--- config.mk ---
export PLATFORM = sky130hd
export DESIGN_NAME = lal_ctrl
export DESIGN_NICKNAME = d
export VERILOG_FILES = /design/src/hdl/lal_pkg.sv /design/src/hdl/lal_ctrl.sv
export SDC_FILE = /design/constraint.sdc
export NUM_CORES = 1
export LEC_CHECK = 0
export BUFFER_PORTS_ARGS = -buffer_cell sky130_fd_sc_hd__buf_2
export CAP_MARGIN = 20
export CORE_MARGIN = 1.5
export CORE_UTILIZATION = 52
export CTS_CLUSTER_SIZE = 14
export DETAILED_ROUTE_END_ITERATION = 10
export GPL_TIMING_DRIVEN = 0
export PLACE_DENSITY = 0.9
export SLEW_MARGIN = 15
export SYNTH_ARGS = -nofsm -noshare
export SYNTH_HDL_FRONTEND = slang
export SYNTH_SLANG_ARGS = --single-unit
--- constraint.sdc ---
create_clock -name clk -period 1.7 [get_ports clk]
set_input_delay 0.085 -clock clk [delete_from_list [all_inputs] [get_ports clk]]
set_output_delay 0.085 -clock clk [all_outputs]
set_load 0.02 [all_outputs]
--- src/hdl/lal_pkg.sv ---
package lal_pkg;

  localparam int PIXEL_FRAC_BITS = 24;
  localparam int LOG_FRAC_BITS   = 20;

  localparam int PIX_W   = 32;
  localparam int DIM_W   = 13;
  localparam int SUM_W   = 52;
  localparam int COUNT_W = 24;
  localparam int N_W     = COUNT_W + 1;
  localparam int LACC_W  = 48;
  localparam int XN_W    = 33;
  localparam int MANT_W  = 31;
  localparam int Z_W     = 6;
  localparam int Q_W     = SUM_W + 1;
  localparam int IP_W    = Q_W - LOG_FRAC_BITS;
  localparam int CNT_W   = 6;

  localparam logic [15:0] W_RED   = 16'd13933;
  localparam logic [15:0] W_GREEN = 16'd46871;
  localparam logic [15:0] W_BLUE  = 16'd4732;

  localparam int EPS_INT = ((2 ** PIXEL_FRAC_BITS) + 50000) / 100000;
  localparam logic [XN_W-1:0] EPS = XN_W'(EPS_INT);

  localparam logic [DIM_W-1:0] MAX_DIM   = 13'd4096;
  localparam logic [DIM_W-1:0] RST_WIDTH = 13'd1280;
  localparam logic [DIM_W-1:0] RST_HEIGHT = 13'd720;

  localparam int LOG_INT_BIAS   = 32 - PIXEL_FRAC_BITS;
  localparam int EXP_SHIFT_BIAS = PIXEL_FRAC_BITS - 30;

  localparam int LUM_STEPS  = 3;
  localparam int NORM_STEPS = 5;
  localparam int DIV_STEPS  = SUM_W;

  localparam logic REG_WIDTH  = 1'b0;
  localparam logic REG_HEIGHT = 1'b1;

  typedef struct packed {
    logic             load;
    logic             lum_step;
    logic             norm_step;
    logic             sqr_step;
    logic             accum;
    logic             div_init;
    logic             div_step;
    logic             exp_init;
    logic             exp_step;
    logic             out_load;
    logic [CNT_W-1:0] cnt;
  } lal_cmd_t;

  typedef struct packed {
    logic frame_done;
    logic out_free;
  } lal_stat_t;

  function automatic logic [63:0] isqrt64(input logic [63:0] x_in);
    logic [63:0] x;
    logic [63:0] res;
    logic [63:0] b;
    x = x_in;
    res = '0;
    b = 64'd1 << 62;
    for (int i = 0; i < 32; i++) begin
      if (b > x) b = b >> 2;
    end
    for (int i = 0; i < 32; i++) begin
      if (b != 0) begin
        if (x >= res + b) begin
          x = x - (res + b);
          res = (res >> 1) + b;
        end else begin
          res = res >> 1;
        end
        b = b >> 2;
      end
    end
    return res;
  endfunction

  function automatic logic [MANT_W-1:0] exp2_factor(input int k);
    logic [63:0] r;
    r = 64'd1 << 31;
    for (int i = 0; i < k; i++) begin
      r = isqrt64(r << 30);
    end
    return r[MANT_W-1:0];
  endfunction

endpackage

--- src/hdl/lal_ctrl.sv ---
module lal_ctrl (
  input  logic               clk,
  input  logic               rst,
  input  logic               pixel_valid,
  output logic               pixel_ready,
  input  lal_pkg::lal_stat_t stat,
  output lal_pkg::lal_cmd_t  cmd
);

  typedef enum logic [3:0] {
    S_IDLE, S_LUM, S_NORM, S_SQR, S_ACC, S_DIVI, S_DIV, S_EXPI, S_EXP, S_DONE
  } state_t;

  state_t                    state;
  logic [lal_pkg::CNT_W-1:0] cnt;

  always_ff @(posedge clk) begin
    if (rst) begin
      state <= S_IDLE;
      cnt   <= '0;
    end else begin
      case (state)
        S_IDLE: begin
          cnt <= '0;
          if (pixel_valid) state <= S_LUM;
        end
        S_LUM: begin
          if (cnt == lal_pkg::CNT_W'(lal_pkg::LUM_STEPS - 1)) begin
            cnt   <= '0;
            state <= S_NORM;
          end else begin
            cnt <= cnt + 1'b1;
          end
        end
        S_NORM: begin
          if (cnt == lal_pkg::CNT_W'(lal_pkg::NORM_STEPS - 1)) begin
            cnt   <= '0;
            state <= S_SQR;
          end else begin
            cnt <= cnt + 1'b1;
          end
        end
        S_SQR: begin
          if (cnt == lal_pkg::CNT_W'(lal_pkg::LOG_FRAC_BITS - 1)) begin
            cnt   <= '0;
            state <= S_ACC;
          end else begin
            cnt <= cnt + 1'b1;
          end
        end
        S_ACC: begin
          state <= stat.frame_done ? S_DIVI : S_IDLE;
        end
        S_DIVI: begin
          cnt   <= '0;
          state <= S_DIV;
        end
        S_DIV: begin
          if (cnt == lal_pkg::CNT_W'(lal_pkg::DIV_STEPS - 1)) begin
            cnt   <= '0;
            state <= S_EXPI;
          end else begin
            cnt <= cnt + 1'b1;
          end
        end
        S_EXPI: begin
          cnt   <= '0;
          state <= S_EXP;
        end
        S_EXP: begin
          if (cnt == lal_pkg::CNT_W'(lal_pkg::LOG_FRAC_BITS - 1)) begin
            cnt   <= '0;
            state <= S_DONE;
          end else begin
            cnt <= cnt + 1'b1;
          end
        end
        S_DONE: begin
          if (stat.out_free) state <= S_IDLE;
        end
        default: state <= S_IDLE;
      endcase
    end
  end

  always_comb begin
    cmd           = '0;
    cmd.cnt       = cnt;
    cmd.load      = (state == S_IDLE) && pixel_valid;
    cmd.lum_step  = (state == S_LUM);
    cmd.norm_step = (state == S_NORM);
    cmd.sqr_step  = (state == S_SQR);
    cmd.accum     = (state == S_ACC);
    cmd.div_init  = (state == S_DIVI);
    cmd.div_step  = (state == S_DIV);
    cmd.exp_init  = (state == S_EXPI);
    cmd.exp_step  = (state == S_EXP);
    cmd.out_load  = (state == S_DONE) && stat.out_free;
  end

  assign pixel_ready = (state == S_IDLE);

`ifndef ASSERT_OFF
  a_accept_starts: assert property (@(posedge clk) disable iff (rst)
    (pixel_valid && pixel_ready) |=> (state == S_LUM && cnt == '0))
    else $error("accepted pixel did not start luminance");

  a_done_leaves: assert property (@(posedge clk) disable iff (rst)
    (state == S_DONE && stat.out_free) |=> (state == S_IDLE))
    else $error("result not handed off");

  a_sqr_bound: assert property (@(posedge clk) disable iff (rst)
    (state == S_SQR || state == S_EXP) |->
      (cnt < lal_pkg::CNT_W'(lal_pkg::LOG_FRAC_BITS)))
    else $error("step counter overrun");

  a_acc_branch: assert property (@(posedge clk) disable iff (rst)
    (state == S_ACC && !stat.frame_done) |=> (state == S_IDLE))
    else $error("non-final pixel went to divide");
`endif

endmodule

==> flow_metrics.tcl, run 1 <==
set metrics [dict create \
    clockRootBuffer "clkbuf_4" \
    power_density_mw_per_mm2 1310 \
    cp_max_fo 6 \
    clock_skew_ns 0.00227 \
    hold_viol_final 0 \
    cts.clk_slew.worst_paths_ns 0.06 \
    cts_made_buffers 3 \
    grt_first_pass_wirelength_mm 3.45 \
    wl_met1_mm 1.06 \
    peakVddDrop_v 0.000733 \
    regToRegSetupSlack_ns -0.01 \
    setup_viol 1 \
    grt_pass1_vias 769 \
    cp_data_arrival_time_ns 1.88 \
    synth_compound_area_frac 0.174 \
    wl_per_cell_um 16.9 \
    p_int_uw 811 \
    hold_path.class "input port to flip-flop" \
    worst_pin_slew_ns 0.479 \
    portBuffers 20 \
    routed-wl-met2_mm 1.26 \
    p_comb_frac 0.686 \
    cts_htree_levels 1 \
    routed_wirelength_mm 2.57 \
    required_ns 1.87 \
    drc 0 \
    syn_nets 118 \
    synth.distinct_cells 47 \
    synth_seq_cells 10 \
    dr.first_iter.drc_count 53 \
    drv_cap 0 \
    synthMuxAreaShare 0.0231 \
    dp_hpwl_mm 1.59 \
    ios 22 \
    fp.dieW_um 45.1 \
    fin_crit_ns 1.71 \
    worstHoldPathCells 2 \
    synth-simple-area-share 0.396 \
    fp.dieH_um 45.1 \
    async_reset_ff_frac 0 \
    drive_above_1_share 0.467 \
    dr_total_vias 997 \
    setup_ws_ns -0.0109 \
    hold_ws_ns 0.0421 \
    fmax_mhz 585 \
    synthAdderAreaFrac 0.0407 \
    maxSlewViolCount 0 \
    final_common_cell "buf_2" \
    most-common-layout-cells "buf_2, nand2_1, nor2_1" \
    run_status "finished with violations" \
    rsz0062_at_grt "yes" \
    placed_cells 147 \
    worstSkewPairLatency_ns 0.27 \
    wl_met3_um 190 \
    synth_xor_area_frac 0.0285 \
    ant_nets 0 \
    tns_ns -0.0109 \
    num-nets-final 145 \
    rows 15 \
    antenna_cells 0 \
    synth-main-ff-cell "dfxtp_1" \
    p_switching_uw 750 \
    cts_tree "built" \
    swShare 0.480 \
    die-area_mm2 0.00203 \
    gp_congestion 0.809 \
    rr_worst_depth 6 \
    period_share 1.01 \
    yosysSeqAreaShare 0.217 \
    grt_util_all_layers 0.232 \
    num-fill-cells 122 \
    worst-setup-path-type "flip-flop to flip-flop" \
    syn_area_um2 922 \
    cts.sinks 10 \
    antenna_found_initial 0 \
    instances_no_fill 152 \
    syn_inst 110 \
    maxSlewHeadroom 0.681 \
    initial_utilization 0.546 \
    viasPerCell 6.56 \
    pwr-share-clk 0.103 \
    end_kind "flip-flop" \
    regArea_um2 210 \
    core_mm2 0.00169 \
    final_util 0.706 \
    synth-edff-count 0 \
    violations "negative setup slack" \
    grt_max_degree 11 \
    start_kind "flip-flop" \
    share_seq_of_total_power 0.211 \
    syn_avg_cell_area_um2 8.38 \
    syn2layout_area_growth_pct 29.3 \
    cts_buffer_depth 2 \
    ys_warn_count 0 \
    multi_input_area_um2 704 \
    synth_top_family_by_area "simple AND/OR/NAND/NOR gates" \
    drt_pass1_iterations 4 \
    top_layer "met4" \
    power_leakage_nw 0.497 \
    grt.overflow.total 0 \
]
## logic make-up after synthesis
family,after synthesis
and+or+nand+nor,56
AOI/OAI and AO/OA,21
buffers and inverters,15
DFF,10
xor gates and xnor gates,3
adders and majority gates,3
muxes,2
## repair_timing
action / in CTS / in global routing
pin swaps: 1 / 6
buffers inserted: 0 / 3
resized for setup: 7 / 20
hold buffers: 0 / 0
endpoints found under the setup margin: 11 / 12
cloned: 0 / 0
## metal layers
layer / track usage / vias up
met5: 0 / -
met4: 0.100 / 0
met3: 0.0480 / 8
met2: 0.357 / 56
met1: 0.311 / 473
li1: - / 460
## critical path, stage by stage, from the launching register on
cell,delay [ns]
dfxtp_4,0.39
ha_4,0.15
nand3b_1,0.12
o32ai_4,0.39
and3_4,0.28
a21oi_2,0.06
a311oi_1,0.23
## sequential cells by signal, summed over array words and instances, names as in the netlist
| signal | count |
|---|---|
| state | 4 |
| cnt | 6 |
## power groups by stage
stage	clock network, mW	registers, mW	logic, mW
detailed placement	0	0.315	0.894
global route	0.174	0.334	1.14
global placement	0	0.312	0.869
CTS	0.165	0.312	0.914
finish	0.161	0.330	1.07
floorplan	0	0.322	0.698
## final timing paths
path,start,end
worst max-delay path,cnt[1],state[3]
worst min-delay path,rst,cnt[0]
worst max register to register,cnt[1],state[3]
worst min register to register,cnt[0],cnt[0]
## cells in the mapped netlist, types with 2 or more instances
master,number,area (um^2)
a21oi_1,5,25.0
buf_2,4,20.0
buf_4,2,15.0
buf_6,3,33.8
clkbuf_8,2,27.5
dfxtp_1,10,200
ha_1,3,37.5
inv_1,4,15.0
nand2_1,9,33.8
nand3_1,5,25.0
nand3b_1,2,15.0
nand4_1,4,25.0
nor2_1,8,30.0
nor3_1,4,20.0
nor3b_1,3,22.5
nor4_1,2,12.5
nor4b_1,2,17.5
nor4b_2,3,45.0
o211ai_1,2,15.0
o21ai_0,2,10.0
o21ai_2,2,17.5
or3_1,2,12.5
xor2_1,3,26.3
## area by class of cell
cell class | instances | area share
Clock buffer | 3 | 0.0189
Sequential cell | 10 | 0.176
Inverter | 4 | 0.0126
Multi-Input combinational cell | 85 | 0.591
Tap cell | 17 | 0.0178
Timing Repair Buffer | 23 | 0.103
Buffer | 10 | 0.0808
## per-stage QoR
step / power, mW / setup slack (ns) / area, um^2
after CTS: 1.39 / 0.00614 / 1100
after global routing: 1.65 / -0.105 / 1190
after global placement: 1.18 / -0.0463 / 1050
after detailed placement: 1.21 / -0.127 / 1050
after floorplan: 1.02 / -0.0761 / 928
final: 1.56 / -0.0109 / 1190
Power figures use the tool's default switching activity.
==> inputs of run 2 (changes only) <==
CORE_UTILIZATION = 47   (was 52)
PLACE_DENSITY = 0.86   (was 0.9)
clock period = 1.4 ns   (was 1.7 ns; I/O delays follow)
==> run 2 against run 1 <==
The flow still finishes with violations (negative setup slack). Sequential share of layout area is 3.0 points lower. Sequential power grew 25%. Clock skew grew 0.0018 ns. First-iteration DRC count is 49% higher. Combinational power up 78%. Critical path type unchanged. Largest cell class unchanged. Largest power group unchanged. Highest routed layer unchanged.
==> flow_metrics.tcl, run 2 (synthesis gave the netlist of run 1 again) <==
set metrics [dict create \
    setup_viol 17 \
    final_common_cell "buf_4" \
    worst_pin_slew_ns 0.405 \
    rsz0062_at_grt "yes" \
    holdPathEnd "state[0]" \
    hold_viol_final 0 \
    grt_first_pass_wirelength_mm 4.11 \
    setup_ws_ns -0.291 \
    grt_util_all_layers 0.260 \
    drive_above_1_share 0.634 \
    dr_total_vias 1161 \
    initial_utilization 0.517 \
    cts.clk_slew.worst_paths_ns 0.07 \
    power_leakage_nw 0.620 \
    rr_worst_depth 5 \
    worstSkewPairLatency_ns 0.27 \
    portBuffers 20 \
    cts.sinks 10 \
    grt_pass1_vias 864 \
    gp_congestion 0.823 \
    drt_pass1_iterations 5 \
    wl_per_cell_um 20.5 \
    clockRootBuffer "clkbuf_4" \
    design_area_mm2 0.00151 \
    worstHoldPathCells 2 \
    num-nets-final 162 \
    cts_htree_levels 1 \
    fin_crit_ns 1.69 \
    largestRegisters "cnt: 6 flops, state: 4 flops" \
    r2r-end "state[3]" \
    end_kind "flip-flop" \
    fp.dieH_um 47.3 \
    regMostFlops "cnt" \
    cts_tree "built" \
    drv_cap 0 \
    syn2layout_area_growth_pct 63.6 \
    rows 15 \
    hold_path.class "input port to flip-flop" \
    largest_reg_flops 6 \
    antenna_found_initial 0 \
    violations "negative setup slack" \
    fmax_mhz 591 \
    cp_max_fo 6 \
    core_mm2 0.00178 \
    cts_made_buffers 3 \
    regToRegSetupSlack_ns -0.29 \
    ant_nets 0 \
    dp_slack_ns -0.269 \
    required_ns 1.55 \
    dpl_cell_area_mm2 0.00114 \
    cts_buffer_depth 2 \
    peakVddDrop_v 0.00120 \
    dp_hpwl_mm 1.64 \
    maxSlewViolCount 0 \
    period_share 1.21 \
    fp.dieW_um 47.3 \
    drc 0 \
    antenna_cells 0 \
    start_kind "flip-flop" \
    r2r_start "cnt[5]" \
    ios 22 \
    grt.overflow.total 0 \
    dr.first_iter.drc_count 79 \
    run_status "finished with violations" \
    viasPerCell 6.52 \
    worst-setup-path-type "flip-flop to flip-flop" \
    grt_max_degree 11 \
    hp-start "rst" \
    clock_skew_ns 0.00406 \
    die-area_mm2 0.00224 \
    routed_wirelength_mm 3.66 \
    cp_data_arrival_time_ns 1.85 \
    maxSlewHeadroom 0.727 \
    most-common-layout-cells "buf_4, buf_2, buf_6" \
    power_density_mw_per_mm2 1680 \
]
==> run 2: worst max-delay path by stage <==
stage	start	end	slack, ns	depth (start not counted)
floorplan	cnt[3]	state[1]	-0.19	5
global placement	cnt[1]	state[1]	-0.22	5
detailed placement	state[0]	cnt[5]	-0.27	7
CTS	cnt[1]	state[2]	-0.15	6
global route	cnt[1]	state[3]	-0.56	6
finish	cnt[5]	state[3]	-0.29	5
==> run 2: final cells by class <==
class / instances / area, um^2
inverters: 4 / 15.0
clock buffers: 4 / 26.3
flip-flops and latches: 10 / 221
fillers: 91 / 274
multi-input cells: 85 / 769
well taps: 25 / 31.3
repair buffers: 41 / 315
plain buffers: 9 / 130
==> run 2: where the power goes <==
part | internal (mW) | total (mW) | switching, mW
Clock | 0.111 | 0.222 | 0.111
Combinational | 0.915 | 1.90 | 0.986
Sequential | 0.348 | 0.411 | 0.0631
Total | 1.37 | 2.53 | 1.16
==> run 2: critical path, cell delays in order (launching register included) <==
cell and delay, ns:
dfxtp_1 0.40, or3_4 0.37, o21ai_4 0.20, and3_4 0.25
a21oi_2 0.05, a311oi_1 0.29
==> run 2: repair_timing <==
item / 4_1_cts / 5_1_grt
setup endpoints to repair: 18 / 18
pin swaps: 16 / 7
hold buffers: 0 / 0
setup buffers: 9 / 10
cloned: 1 / 1
resized for setup: 27 / 28
==> run 2: layer usage <==
| layer | share of wire | GRT usage | vias to the layer above |
|---|---|---|---|
| met5 | 0 | 0 | - |
| met4 | 0.029 | 0.0278 | 0 |
| met3 | 0.11 | 0.0731 | 18 |
| met2 | 0.49 | 0.424 | 93 |
| met1 | 0.38 | 0.351 | 550 |
| li1 | - | - | 500 |
==> run 2: through the flow <==
step / TNS (ns) / cells / utilization / power, mW / hold WS, ns
floorplan: -1.54 / 110 / - / 1.33 / 0.273
global placement: -1.84 / 155 / 0.642 / 1.54 / 0.296
detailed placement: -2.37 / 155 / 0.642 / 1.57 / 0.304
CTS: -1.45 / 168 / 0.744 / 2.06 / 0.0220
global route: -4.00 / 178 / 0.846 / 2.65 / 0.0103
finish: -3.05 / 178 / 0.846 / 2.53 / 0.0135
